==> config.mk <==
export PLATFORM = sky130hd
export DESIGN_NAME = fragment_reassembler_crc16
export DESIGN_NICKNAME = d
export VERILOG_FILES = /design/src/design/frc_pkg.sv /design/src/design/frc_ram.sv /design/src/design/frc_frame.sv /design/src/design/fragment_reassembler_crc16.sv
export VERILOG_INCLUDE_DIRS = /design/src /design/src/design
export SDC_FILE = /design/constraint.sdc
export NUM_CORES = 1
export LEC_CHECK = 0
export BUFFER_PORTS_ARGS = -buffer_cell sky130_fd_sc_hd__buf_4
export CORE_ASPECT_RATIO = 0.75
export CORE_MARGIN = 2
export CORE_UTILIZATION = 44
export CTS_CLUSTER_SIZE = 24
export DETAILED_ROUTE_END_ITERATION = 10
export PLACE_DENSITY = 0.58
export REMOVE_ABC_BUFFERS = 1
export SLEW_MARGIN = 20
export SYNTH_ARGS = -nofsm -noshare
export SYNTH_HDL_FRONTEND = slang
export SYNTH_SLANG_ARGS = --single-unit
==> constraint.sdc <==
create_clock -name clock -period 5.4 [get_ports clock]
set_input_delay 0.27 -clock clock [delete_from_list [all_inputs] [get_ports clock]]
set_output_delay 0.27 -clock clock [all_outputs]
set_load 0.02 [all_outputs]
==> src/design/fragment_reassembler_crc16_assert.svh <==
// Assertion macros shared by the reassembler RTL.
// Both forms expect clock and reset to be visible in the enclosing module.
`ifndef FRAGMENT_REASSEMBLER_CRC16_ASSERT_SVH
`define FRAGMENT_REASSEMBLER_CRC16_ASSERT_SVH

// Consequent must hold in the same cycle as the antecedent.
`define FRC_ASSERT_NOW(label, ante, cons, msg) \
   label: assert property (@(posedge clock) disable iff (reset) (ante) |-> (cons)) \
      else $error(msg);

// Consequent must hold in the cycle after the antecedent.
`define FRC_ASSERT_NEXT(label, ante, cons, msg) \
   label: assert property (@(posedge clock) disable iff (reset) (ante) |=> (cons)) \
      else $error(msg);

`endif

==> src/design/frc_pkg.sv <==
package frc_pkg;

   // Largest message the store holds by default
   localparam int MSG_MAX_DEF = 64;

   // Byte counts and message lengths; holds up to the largest MSG_MAX plus one
   localparam int LEN_W = 7;

   localparam int HDR_BYTES = 6;
   localparam int CRC_BYTES = 2;
   localparam int MIN_FRAME = HDR_BYTES + CRC_BYTES;

   localparam logic [15:0] CRC_INIT = 16'hFFFF;
   localparam logic [15:0] CRC_POLY = 16'h1021;

   // Sequence counter stops here; no 4-bit sequence number matches it
   localparam logic [4:0] SEQ_LIMIT = 5'd16;

   // Header byte positions within a fragment
   localparam logic [LEN_W-1:0] IDX_TYPE_HI = LEN_W'(0);
   localparam logic [LEN_W-1:0] IDX_TYPE_LO = LEN_W'(1);
   localparam logic [LEN_W-1:0] IDX_FLAGS   = LEN_W'(2);
   localparam logic [LEN_W-1:0] IDX_IDENT   = LEN_W'(3);
   localparam logic [LEN_W-1:0] IDX_PLEN_HI = LEN_W'(4);
   localparam logic [LEN_W-1:0] IDX_PLEN_LO = LEN_W'(5);

   localparam logic [2:0] MORE_POS_RESET = 3'd4;

   typedef enum logic [2:0] {
      STAT_TAKEN = 3'd0,
      STAT_DONE  = 3'd1,
      STAT_CRC   = 3'd2,
      STAT_LEN   = 3'd3,
      STAT_SEQ   = 3'd4
   } status_type;

   typedef enum logic [1:0] {
      ST_IDLE,
      ST_CHECK,
      ST_RESP,
      ST_EMIT
   } state_type;

   // Per-fragment front-end state seen by the message logic
   typedef struct packed {
      logic [15:0]      crc;
      logic [7:0]       dly1;
      logic [7:0]       dly0;
      logic [LEN_W-1:0] count;
      logic [15:0]      hdr_type;
      logic [7:0]       hdr_flags;
      logic [7:0]       hdr_ident;
      logic [15:0]      hdr_plen;
   } frame_info_type;

   // CRC-16/CCITT-FALSE, one byte MSB first
   function automatic logic [15:0] crc_absorb(input logic [15:0] crc, input logic [7:0] b);
      logic [15:0] c;
      c = crc ^ {b, 8'h00};
      for (int k = 0; k < 8; k++) begin
         c = c[15] ? ({c[14:0], 1'b0} ^ CRC_POLY) : {c[14:0], 1'b0};
      end
      return c;
   endfunction

endpackage

==> src/design/frc_ram.sv <==
module frc_ram #(
   parameter int WIDTH = 8,
   parameter int DEPTH = 64,
   localparam int ADDR_W = $clog2(DEPTH)
) (
   input  logic              clock,
   input  logic              wr_en,
   input  logic [ADDR_W-1:0] wr_addr,
   input  logic [WIDTH-1:0]  wr_data,
   input  logic [ADDR_W-1:0] rd_addr,
   output logic [WIDTH-1:0]  rd_data
);

   logic [WIDTH-1:0] mem [DEPTH];
   logic [WIDTH-1:0] rd_data_ff;

   // Write port and registered read port
   always_ff @(posedge clock) begin
      if (wr_en) begin
         mem[wr_addr] <= wr_data;
      end
      rd_data_ff <= mem[rd_addr];
   end

   assign rd_data = rd_data_ff;

endmodule

==> src/design/frc_frame.sv <==
module frc_frame import frc_pkg::*; #(
   parameter int MSG_MAX = MSG_MAX_DEF
) (
   input  logic           clock,
   input  logic           reset,
   input  logic           byte_en,
   input  logic [7:0]     frag_byte,
   input  logic           frame_clear,
   output frame_info_type info
);

   localparam logic [LEN_W-1:0] MAX_CNT = LEN_W'(MSG_MAX);
   localparam logic [LEN_W-1:0] CRC_START = LEN_W'(CRC_BYTES);

   logic [15:0]      crc_ff, crc_in;
   logic [7:0]       dly1_ff, dly1_in;
   logic [7:0]       dly0_ff, dly0_in;
   logic [LEN_W-1:0] count_ff, count_in;
   logic [15:0]      hdr_type_ff, hdr_type_in;
   logic [7:0]       hdr_flags_ff, hdr_flags_in;
   logic [7:0]       hdr_ident_ff, hdr_ident_in;
   logic [15:0]      hdr_plen_ff, hdr_plen_in;

   // Absorb the byte two behind, shift the delay line, capture header fields
   always_comb begin
      crc_in       = crc_ff;
      dly1_in      = dly1_ff;
      dly0_in      = dly0_ff;
      count_in     = count_ff;
      hdr_type_in  = hdr_type_ff;
      hdr_flags_in = hdr_flags_ff;
      hdr_ident_in = hdr_ident_ff;
      hdr_plen_in  = hdr_plen_ff;
      if (frame_clear) begin
         crc_in   = CRC_INIT;
         dly1_in  = 8'h00;
         dly0_in  = 8'h00;
         count_in = '0;
      end else if (byte_en) begin
         if (count_ff >= CRC_START) begin
            crc_in = crc_absorb(crc_ff, dly1_ff);
         end
         dly1_in = dly0_ff;
         dly0_in = frag_byte;
         unique case (count_ff)
            IDX_TYPE_HI: hdr_type_in  = {frag_byte, 8'h00};
            IDX_TYPE_LO: hdr_type_in  = {hdr_type_ff[15:8], frag_byte};
            IDX_FLAGS:   hdr_flags_in = frag_byte;
            IDX_IDENT:   hdr_ident_in = frag_byte;
            IDX_PLEN_HI: hdr_plen_in  = {frag_byte, 8'h00};
            IDX_PLEN_LO: hdr_plen_in  = {hdr_plen_ff[15:8], frag_byte};
            default: begin
            end
         endcase
         // saturate one past the limit
         if (count_ff <= MAX_CNT) begin
            count_in = count_ff + 1'b1;
         end
      end
   end

   always_ff @(posedge clock) begin
      if (reset) begin
         crc_ff       <= CRC_INIT;
         dly1_ff      <= 8'h00;
         dly0_ff      <= 8'h00;
         count_ff     <= '0;
         hdr_type_ff  <= 16'h0000;
         hdr_flags_ff <= 8'h00;
         hdr_ident_ff <= 8'h00;
         hdr_plen_ff  <= 16'h0000;
      end else begin
         crc_ff       <= crc_in;
         dly1_ff      <= dly1_in;
         dly0_ff      <= dly0_in;
         count_ff     <= count_in;
         hdr_type_ff  <= hdr_type_in;
         hdr_flags_ff <= hdr_flags_in;
         hdr_ident_ff <= hdr_ident_in;
         hdr_plen_ff  <= hdr_plen_in;
      end
   end

   always_comb begin
      info.crc       = crc_ff;
      info.dly1      = dly1_ff;
      info.dly0      = dly0_ff;
      info.count     = count_ff;
      info.hdr_type  = hdr_type_ff;
      info.hdr_flags = hdr_flags_ff;
      info.hdr_ident = hdr_ident_ff;
      info.hdr_plen  = hdr_plen_ff;
   end

endmodule

==> src/design/fragment_reassembler_crc16.sv <==
// Takes one fragment byte per cycle; a byte without the last flag gives no beat.
// After the last byte, the check state tests the fragment and the first result beat shows
// in the state after it; a message then streams one payload beat per cycle, unless the
// output stalls, from the single-port-read message RAM. Input stalls from the last byte
// until the final beat is taken.
// Synchronous active-high reset clears control and counters; the message RAM is not cleared.
`include "fragment_reassembler_crc16_assert.svh"

module fragment_reassembler_crc16 import frc_pkg::*; #(
   parameter int MSG_MAX = MSG_MAX_DEF
) (
   input  logic        clock,
   input  logic        reset,
   input  logic        req_valid,
   output logic        req_stall,
   input  logic [7:0]  req_frag_byte,
   input  logic        req_frag_last,
   output logic        rsp_valid,
   input  logic        rsp_stall,
   output logic [2:0]  rsp_status,
   output logic [15:0] rsp_msg_type,
   output logic [7:0]  rsp_msg_ident,
   output logic [6:0]  rsp_msg_length,
   output logic [7:0]  rsp_data_byte,
   output logic        rsp_data_final,
   output logic [31:0] rsp_crc_error_count,
   output logic [31:0] rsp_parse_error_count,
   input  logic        csr_write_enable,
   input  logic [2:0]  csr_write_data
);

   localparam int ADDR_W = $clog2(MSG_MAX);
   localparam logic [LEN_W-1:0] MAX_LEN = LEN_W'(MSG_MAX);
   localparam logic [LEN_W-1:0] MIN_LEN = LEN_W'(MIN_FRAME);
   localparam logic [LEN_W-1:0] HDR_LEN = LEN_W'(HDR_BYTES);

   state_type        state_ff, state_in;
   logic [2:0]       more_pos_ff, more_pos_in;
   logic [LEN_W-1:0] message_len_ff, message_len_in;
   logic [4:0]       expected_seq_ff, expected_seq_in;
   logic             active_ff, active_in;
   logic [15:0]      held_type_ff, held_type_in;
   logic [7:0]       held_ident_ff, held_ident_in;
   logic [31:0]      crc_errors_ff, crc_errors_in;
   logic [31:0]      parse_errors_ff, parse_errors_in;
   status_type       rsp_status_ff, rsp_status_in;
   logic [ADDR_W-1:0] emit_idx_ff, emit_idx_in;

   logic             req_accept;
   logic             rsp_accept;
   logic             frame_clear;
   frame_info_type   fi;

   logic             wr_en;
   logic [LEN_W-1:0] wr_base;
   logic [LEN_W:0]   wr_sum;
   logic [ADDR_W-1:0] rd_addr;
   logic [7:0]       rd_data;

   status_type       ck_status;
   logic             ck_start;
   logic             ck_cont;
   logic             ck_more;
   logic             ck_single;
   logic [LEN_W-1:0] ck_len_next;
   logic [LEN_W-1:0] room;
   logic             last_beat;

   assign req_accept = req_valid && !req_stall;
   assign rsp_accept = rsp_valid && !rsp_stall;
   assign frame_clear = (state_ff == ST_CHECK);

   frc_frame #(
      .MSG_MAX(MSG_MAX)
   ) u_frame (
      .clock      (clock),
      .reset      (reset),
      .byte_en    (req_accept),
      .frag_byte  (req_frag_byte),
      .frame_clear(frame_clear),
      .info       (fi)
   );

   // Stage payload bytes into the store as they arrive
   always_comb begin
      wr_base = (fi.hdr_flags[3:0] == 4'd0) ? '0 : message_len_ff;
      wr_sum  = {1'b0, wr_base} + {1'b0, fi.count} - {1'b0, HDR_LEN};
      wr_en   = req_accept && (fi.count >= HDR_LEN) && (fi.count < MAX_LEN)
                && (wr_sum < {1'b0, MAX_LEN});
   end

   // Zero the address in ST_CHECK, hold it while a beat stalls, step it when the beat goes
   always_comb begin
      if (state_ff == ST_CHECK) begin
         rd_addr = '0;
      end else if (state_ff == ST_EMIT && rsp_accept) begin
         rd_addr = emit_idx_ff + 1'b1;
      end else begin
         rd_addr = emit_idx_ff;
      end
   end

   frc_ram #(
      .WIDTH(8),
      .DEPTH(MSG_MAX)
   ) u_store (
      .clock  (clock),
      .wr_en  (wr_en),
      .wr_addr(wr_sum[ADDR_W-1:0]),
      .wr_data(req_frag_byte),
      .rd_addr(rd_addr),
      .rd_data(rd_data)
   );

   // Check the finished fragment: length, CRC, length field, then sequence
   always_comb begin
      room      = MAX_LEN - message_len_ff;
      ck_more   = fi.hdr_flags[more_pos_ff];
      ck_start  = 1'b0;
      ck_cont   = 1'b0;
      ck_status = STAT_TAKEN;
      if (fi.count > MAX_LEN || fi.count < MIN_LEN) begin
         ck_status = STAT_LEN;
      end else if (fi.crc != {fi.dly1, fi.dly0}) begin
         ck_status = STAT_CRC;
      end else if (fi.hdr_plen != (16'(fi.count) - 16'(MIN_FRAME))) begin
         ck_status = STAT_LEN;
      end else if (fi.hdr_flags[3:0] == 4'd0) begin
         ck_start = 1'b1;
      end else if (active_ff && ({1'b0, fi.hdr_flags[3:0]} == expected_seq_ff)
                   && fi.hdr_type == held_type_ff && fi.hdr_ident == held_ident_ff
                   && fi.hdr_plen <= 16'(room)) begin
         ck_cont = 1'b1;
      end else begin
         ck_status = STAT_SEQ;
      end
      if (ck_start) begin
         ck_len_next = fi.hdr_plen[LEN_W-1:0];
      end else if (ck_cont) begin
         ck_len_next = message_len_ff + fi.hdr_plen[LEN_W-1:0];
      end else begin
         ck_len_next = message_len_ff;
      end
      ck_single = (ck_status != STAT_TAKEN) || ck_more || (ck_len_next == '0);
   end

   assign last_beat = ((LEN_W'(emit_idx_ff) + 1'b1) == message_len_ff);

   // Message state, error counters and result bookkeeping
   always_comb begin
      more_pos_in     = more_pos_ff;
      message_len_in  = message_len_ff;
      expected_seq_in = expected_seq_ff;
      active_in       = active_ff;
      held_type_in    = held_type_ff;
      held_ident_in   = held_ident_ff;
      crc_errors_in   = crc_errors_ff;
      parse_errors_in = parse_errors_ff;
      rsp_status_in   = rsp_status_ff;
      emit_idx_in     = emit_idx_ff;
      if (csr_write_enable) begin
         more_pos_in = csr_write_data;
      end
      if (state_ff == ST_CHECK) begin
         message_len_in = ck_len_next;
         emit_idx_in    = '0;
         if (ck_start) begin
            held_type_in    = fi.hdr_type;
            held_ident_in   = fi.hdr_ident;
            expected_seq_in = 5'd1;
            active_in       = 1'b1;
         end
         if (ck_cont && expected_seq_ff < SEQ_LIMIT) begin
            expected_seq_in = expected_seq_ff + 1'b1;
         end
         case (ck_status) inside
            STAT_CRC: begin
               crc_errors_in = crc_errors_ff + 32'd1;
               active_in     = 1'b0;
            end
            STAT_LEN, STAT_SEQ: begin
               parse_errors_in = parse_errors_ff + 32'd1;
               active_in       = 1'b0;
            end
            default: begin
            end
         endcase
         // a good fragment without the more flag completes the message
         if (ck_status == STAT_TAKEN && !ck_more) begin
            active_in     = 1'b0;
            rsp_status_in = STAT_DONE;
         end else begin
            rsp_status_in = ck_status;
         end
      end
      if (state_ff == ST_EMIT && rsp_accept) begin
         emit_idx_in = emit_idx_ff + 1'b1;
      end
   end

   // Next state
   always_comb begin
      state_in = state_ff;
      unique case (state_ff)
         ST_IDLE: begin
            if (req_accept && req_frag_last) begin
               state_in = ST_CHECK;
            end
         end
         ST_CHECK: begin
            state_in = ck_single ? ST_RESP : ST_EMIT;
         end
         ST_RESP: begin
            if (rsp_accept) begin
               state_in = ST_IDLE;
            end
         end
         ST_EMIT: begin
            if (rsp_accept && last_beat) begin
               state_in = ST_IDLE;
            end
         end
         default: state_in = ST_IDLE;
      endcase
   end

   // Handshake and result beat
   always_comb begin
      req_stall      = (state_ff != ST_IDLE);
      rsp_valid      = (state_ff == ST_RESP) || (state_ff == ST_EMIT);
      rsp_status     = rsp_status_ff;
      rsp_msg_type   = 16'h0000;
      rsp_msg_ident  = 8'h00;
      rsp_msg_length = 7'd0;
      rsp_data_byte  = 8'h00;
      rsp_data_final = 1'b1;
      if (rsp_status_ff == STAT_DONE) begin
         rsp_msg_type   = held_type_ff;
         rsp_msg_ident  = held_ident_ff;
         rsp_msg_length = 7'(message_len_ff);
      end
      if (state_ff == ST_EMIT) begin
         rsp_data_byte  = rd_data;
         rsp_data_final = last_beat;
      end
      rsp_crc_error_count   = crc_errors_ff;
      rsp_parse_error_count = parse_errors_ff;
   end

   always_ff @(posedge clock) begin
      if (reset) begin
         state_ff        <= ST_IDLE;
         more_pos_ff     <= MORE_POS_RESET;
         message_len_ff  <= '0;
         expected_seq_ff <= 5'd0;
         active_ff       <= 1'b0;
         held_type_ff    <= 16'h0000;
         held_ident_ff   <= 8'h00;
         crc_errors_ff   <= 32'd0;
         parse_errors_ff <= 32'd0;
         rsp_status_ff   <= STAT_TAKEN;
         emit_idx_ff     <= '0;
      end else begin
         state_ff        <= state_in;
         more_pos_ff     <= more_pos_in;
         message_len_ff  <= message_len_in;
         expected_seq_ff <= expected_seq_in;
         active_ff       <= active_in;
         held_type_ff    <= held_type_in;
         held_ident_ff   <= held_ident_in;
         crc_errors_ff   <= crc_errors_in;
         parse_errors_ff <= parse_errors_in;
         rsp_status_ff   <= rsp_status_in;
         emit_idx_ff     <= emit_idx_in;
      end
   end

   `FRC_ASSERT_NEXT(a_last_starts_check, req_accept && req_frag_last, state_ff == ST_CHECK, "last beat did not start the fragment check")
   `FRC_ASSERT_NOW(a_emit_in_range, state_ff == ST_EMIT, (LEN_W'(emit_idx_ff) < message_len_ff), "emit index past message length")
   `FRC_ASSERT_NOW(a_emit_closed, state_ff == ST_EMIT, rsp_status_ff == STAT_DONE && !active_ff, "emitting a message that is still open")
   `FRC_ASSERT_NEXT(a_crc_counted, state_ff == ST_CHECK && ck_status == STAT_CRC, crc_errors_ff == $past(crc_errors_ff) + 32'd1, "crc error not counted")

endmodule

==> run_results.csv <==
group,metric,value,unit
global_route,overflow,0,
global_route,grt_pass1_vias,18724,
clock_network,clk_path_buf_depth,3,
placed_design,placed_area,0.0324,mm^2
final_layout,syn2layout_area_growth,15.1,%
synth,ys_warn_count,0,
final_layout,drive_above_1_share,17.7,%
synth,ys_ff_latch,722,
setup_path,max_stage_delay,0.77,ns
sta,tns,0,ns
placed_design,portBuffers,125,
sta,max_slew.worst_pin.slew,1.09,ns
drt,viasPerCell,5.81,
sta,timing.final.crit_period,4.96,ns
power_and_ir_drop,worst_ir_drop_vdd,0.219,mV
sta,finClkSkew,0.0212,ns
global_route,antenna_found_initial,0,
final_layout,final_common_cell,"edfxtp_1",
clock_network,clkSlewWorstSetupHoldPaths,0.06,ns
clock_network,cts_resized,0,
power_and_ir_drop,power_frac_comb,4.5,%
synth,synthesis.area,0.0304,mm^2
drt,routed_wl,79.2,mm
drt,antenna_left,0,
power_and_ir_drop,swShare,21.9,%
final_layout,most-common-layout-cells,"edfxtp_1, nand2_1, dfxtp_1",
setup_path,required,5.65,ns
global_route,grt_pass1_wl,121,mm
synth,ys_seq_area_share,64.4,%
drt,vias,19226,
synth,synth-main-ff-cell,"edfxtp_1",
sta,relSlewSlack,26.5,%
floorplanning,coreArea,0.0684,mm^2
synth,synthCells,2229,
placed_design,pre_cts_ws,0.492,ns
global_route,grt_util_met3,4.64,%
global_route,grt_max_degree,130,
synth,ys_async_sr_fraction,0,%
sta,rsz0062_at_grt,"false",
min_path,min_path_type,"in2reg",
setup_path,critPathBufInv,0,
final_layout,nets,2414,
run_status,status,"completed",
floorplanning,initial_utilization,44.4,%
power_and_ir_drop,p_int,9.34,mW
drt,drt-initial-drc-count,1906,
sta,hold_viol_final,0,
synth,synth_area_per_cell,13.6,um^2
placed_design,place_congestion,0.845,
power_and_ir_drop,pwr-share-clk,45.1,%
floorplanning,rows,83,
floorplanning,die_h,232,um
final_layout,final_util,51.1,%
setup_path,slowest_stage,"nor2_1",
clock_network,clock_latency,0.62,ns
final_layout,final_cell_area,0.0350,mm^2
drt,wl_per_cell,23.9,um
power_and_ir_drop,p_leak,11.9,nW
clock_network,hold_buffers,7,
global_route,met2_usage,32.1,%
clock_network,cts_tree,"done",
clock_network,cts_max_level,3,
drt,drc,0,
setup_path,cp_top_family,"simple AND/OR/NAND/NOR gates",
sta,maxSlewViolCount,0,
clock_network,numCtsBuffers,73,
power_and_ir_drop,switchingPower,2.61,mW
sta,timing.final.ws_setup,0.440,ns
clock_network,post_cts_buffers,0,
synth,synthDistinctLibCells,68,
clock_network,clock-sinks,722,
setup_path,critPathKind,"reg2reg",
setup_path,cp-end-kind,"register",
setup_path,path_cells,"or4_1 > and2_1 > ha_1 > ha_1 > a21o_1 > a21oi_1 > o21bai_1 > a21oi_1 > xnor2_1 > nor4_1 > and3b_1 > nand3_1 > nor2_1",
global_route,grtUsageTotal,22.5,%
setup_path,cp-start-kind,"register",
synth,synth_edf_count,512,
setup_path,cp.arrival,5.21,ns
clock_network,root_buffer,"clkbuf_16",
sta,finalCritPeriodShare,91.8,%
global_route,gr-usage-met1,35.5,%
setup_path,path_max_fanout,8,
placed_design,place_hpwl,50.1,mm
floorplanning,die_w,308,um
floorplanning,die_area,0.0712,mm^2
floorplanning,ios,126,
sta,setup_viol_count_final,0,
global_route,grt_busiest_layer,"met1",
power_and_ir_drop,total_power,11.9,mW
job,cap_violations,0,
power_and_ir_drop,power.density,341,mW/mm^2
drt,drtPass1Iterations,5,
sta,fmax,202,MHz
power_and_ir_drop,seqPwrFrac,50.4,%
## worst register-to-register path, cell delays in order (launching register included)
cell	delay, ns
dfxtp_1	0.35
or4_1	0.65
and2_1	0.23
ha_1	0.32
ha_1	0.31
a21o_1	0.19
a21oi_1	0.29
o21bai_1	0.10
a21oi_1	0.19
xnor2_1	0.09
nor4_1	0.26
and3b_1	0.28
nand3_1	0.55
nor2_1	0.77
## stage by stage
step           std cells  hold slack [ns]
2_1_floorplan       2117            0.339
3_3_place_gp        3167            0.433
3_5_place_dp        3167            0.449
4_1_cts             3308           0.0403
5_1_grt             3308           0.0799
6_report            3309           0.0805
## power groups by stage
stage	registers, mW	clock network (mW)	logic [mW]
finish	6.02	5.39	0.539
global route	6.03	5.71	0.594
CTS	6.02	5.48	0.542
detailed placement	6.14	0	0.536
global placement	6.14	0	0.533
floorplan	6.13	0	0.283
## cell type report
type,instances,area (um^2)
fill,5666,33400
clock buffer,87,1970
antenna,1,2.50
multi-input combinational,1353,10300
sequential,722,19600
timing repair buffer,165,1290
clock inverter,47,581
inverter,42,158
tap,892,1120
## layer usage
layer / share of wire, % / wire length (um)
met4: 1.4 / 1120
met5: 0 / 0
met1: 47 / 37600
met3: 8.5 / 6730
met2: 43 / 33800
## logic make-up after synthesis
family | Yosys count | synth area share, %
AO/OA/AOI/OAI | 242 | 5.03
multiplexers | 174 | 11.1
XOR/XNOR | 144 | 4.20
adder cells (fa/ha/maj) | 40 | 1.70
buffers and inverters | 154 | 1.93
flip-flops | 722 | 64.4
AND/OR/NAND/NOR | 753 | 11.7
## flip-flops by register name, summed over array words and instances, names as in the netlist
| name | count |
|---|---|
| u_store.mem | 512 |
| rsp_crc_error_count | 32 |
| rsp_parse_error_count | 32 |
| held_type_ff | 16 |
| u_frame.crc_ff | 16 |
| u_frame.hdr_plen_ff | 16 |
| u_frame.hdr_type_ff | 16 |
| held_ident_ff | 8 |
| u_frame.dly0_ff | 8 |
| u_frame.dly1_ff | 8 |
| u_frame.hdr_flags_ff | 8 |
| u_frame.hdr_ident_ff | 8 |
| u_store.rd_data | 8 |
| message_len_ff | 7 |
| u_frame.count_ff | 7 |
| emit_idx_ff | 6 |
| expected_seq_ff | 5 |
| more_pos_ff | 3 |
| rsp_status | 3 |
| state_ff | 2 |
| active_ff | 1 |
## cell usage after synthesis (38+ instances only)
cell type / instances / area, um^2
nand3_1: 64 / 320
mux2i_1: 41 / 410
mux4_2: 130 / 2930
clkbuf_1: 88 / 330
dfxtp_1: 210 / 4200
a21oi_1: 95 / 475
ha_1: 38 / 475
and2_1: 45 / 282
nand2_1: 247 / 927
nand4_1: 44 / 275
xor2_1: 63 / 552
nor2_1: 212 / 796
inv_1: 41 / 154
xnor2_1: 80 / 701
edfxtp_1: 512 / 15400
## path summary, 6_finish.rpt
| kind | from | endpoint | slack (ns) | cells after the start |
|---|---|---|---|---|
| min reg2reg | u_frame.hdr_flags_ff[5] | u_frame.hdr_flags_ff[5] | 0.46 | 2 |
| min | rsp_stall | state_ff[1] | 0.08 | 3 |
| max reg2reg | u_frame.hdr_flags_ff[0] | u_store.mem[6][7] | 0.44 | 13 |
| max | u_frame.hdr_flags_ff[0] | u_store.mem[6][7] | 0.44 | 13 |
Power figures use the tool's default switching activity.
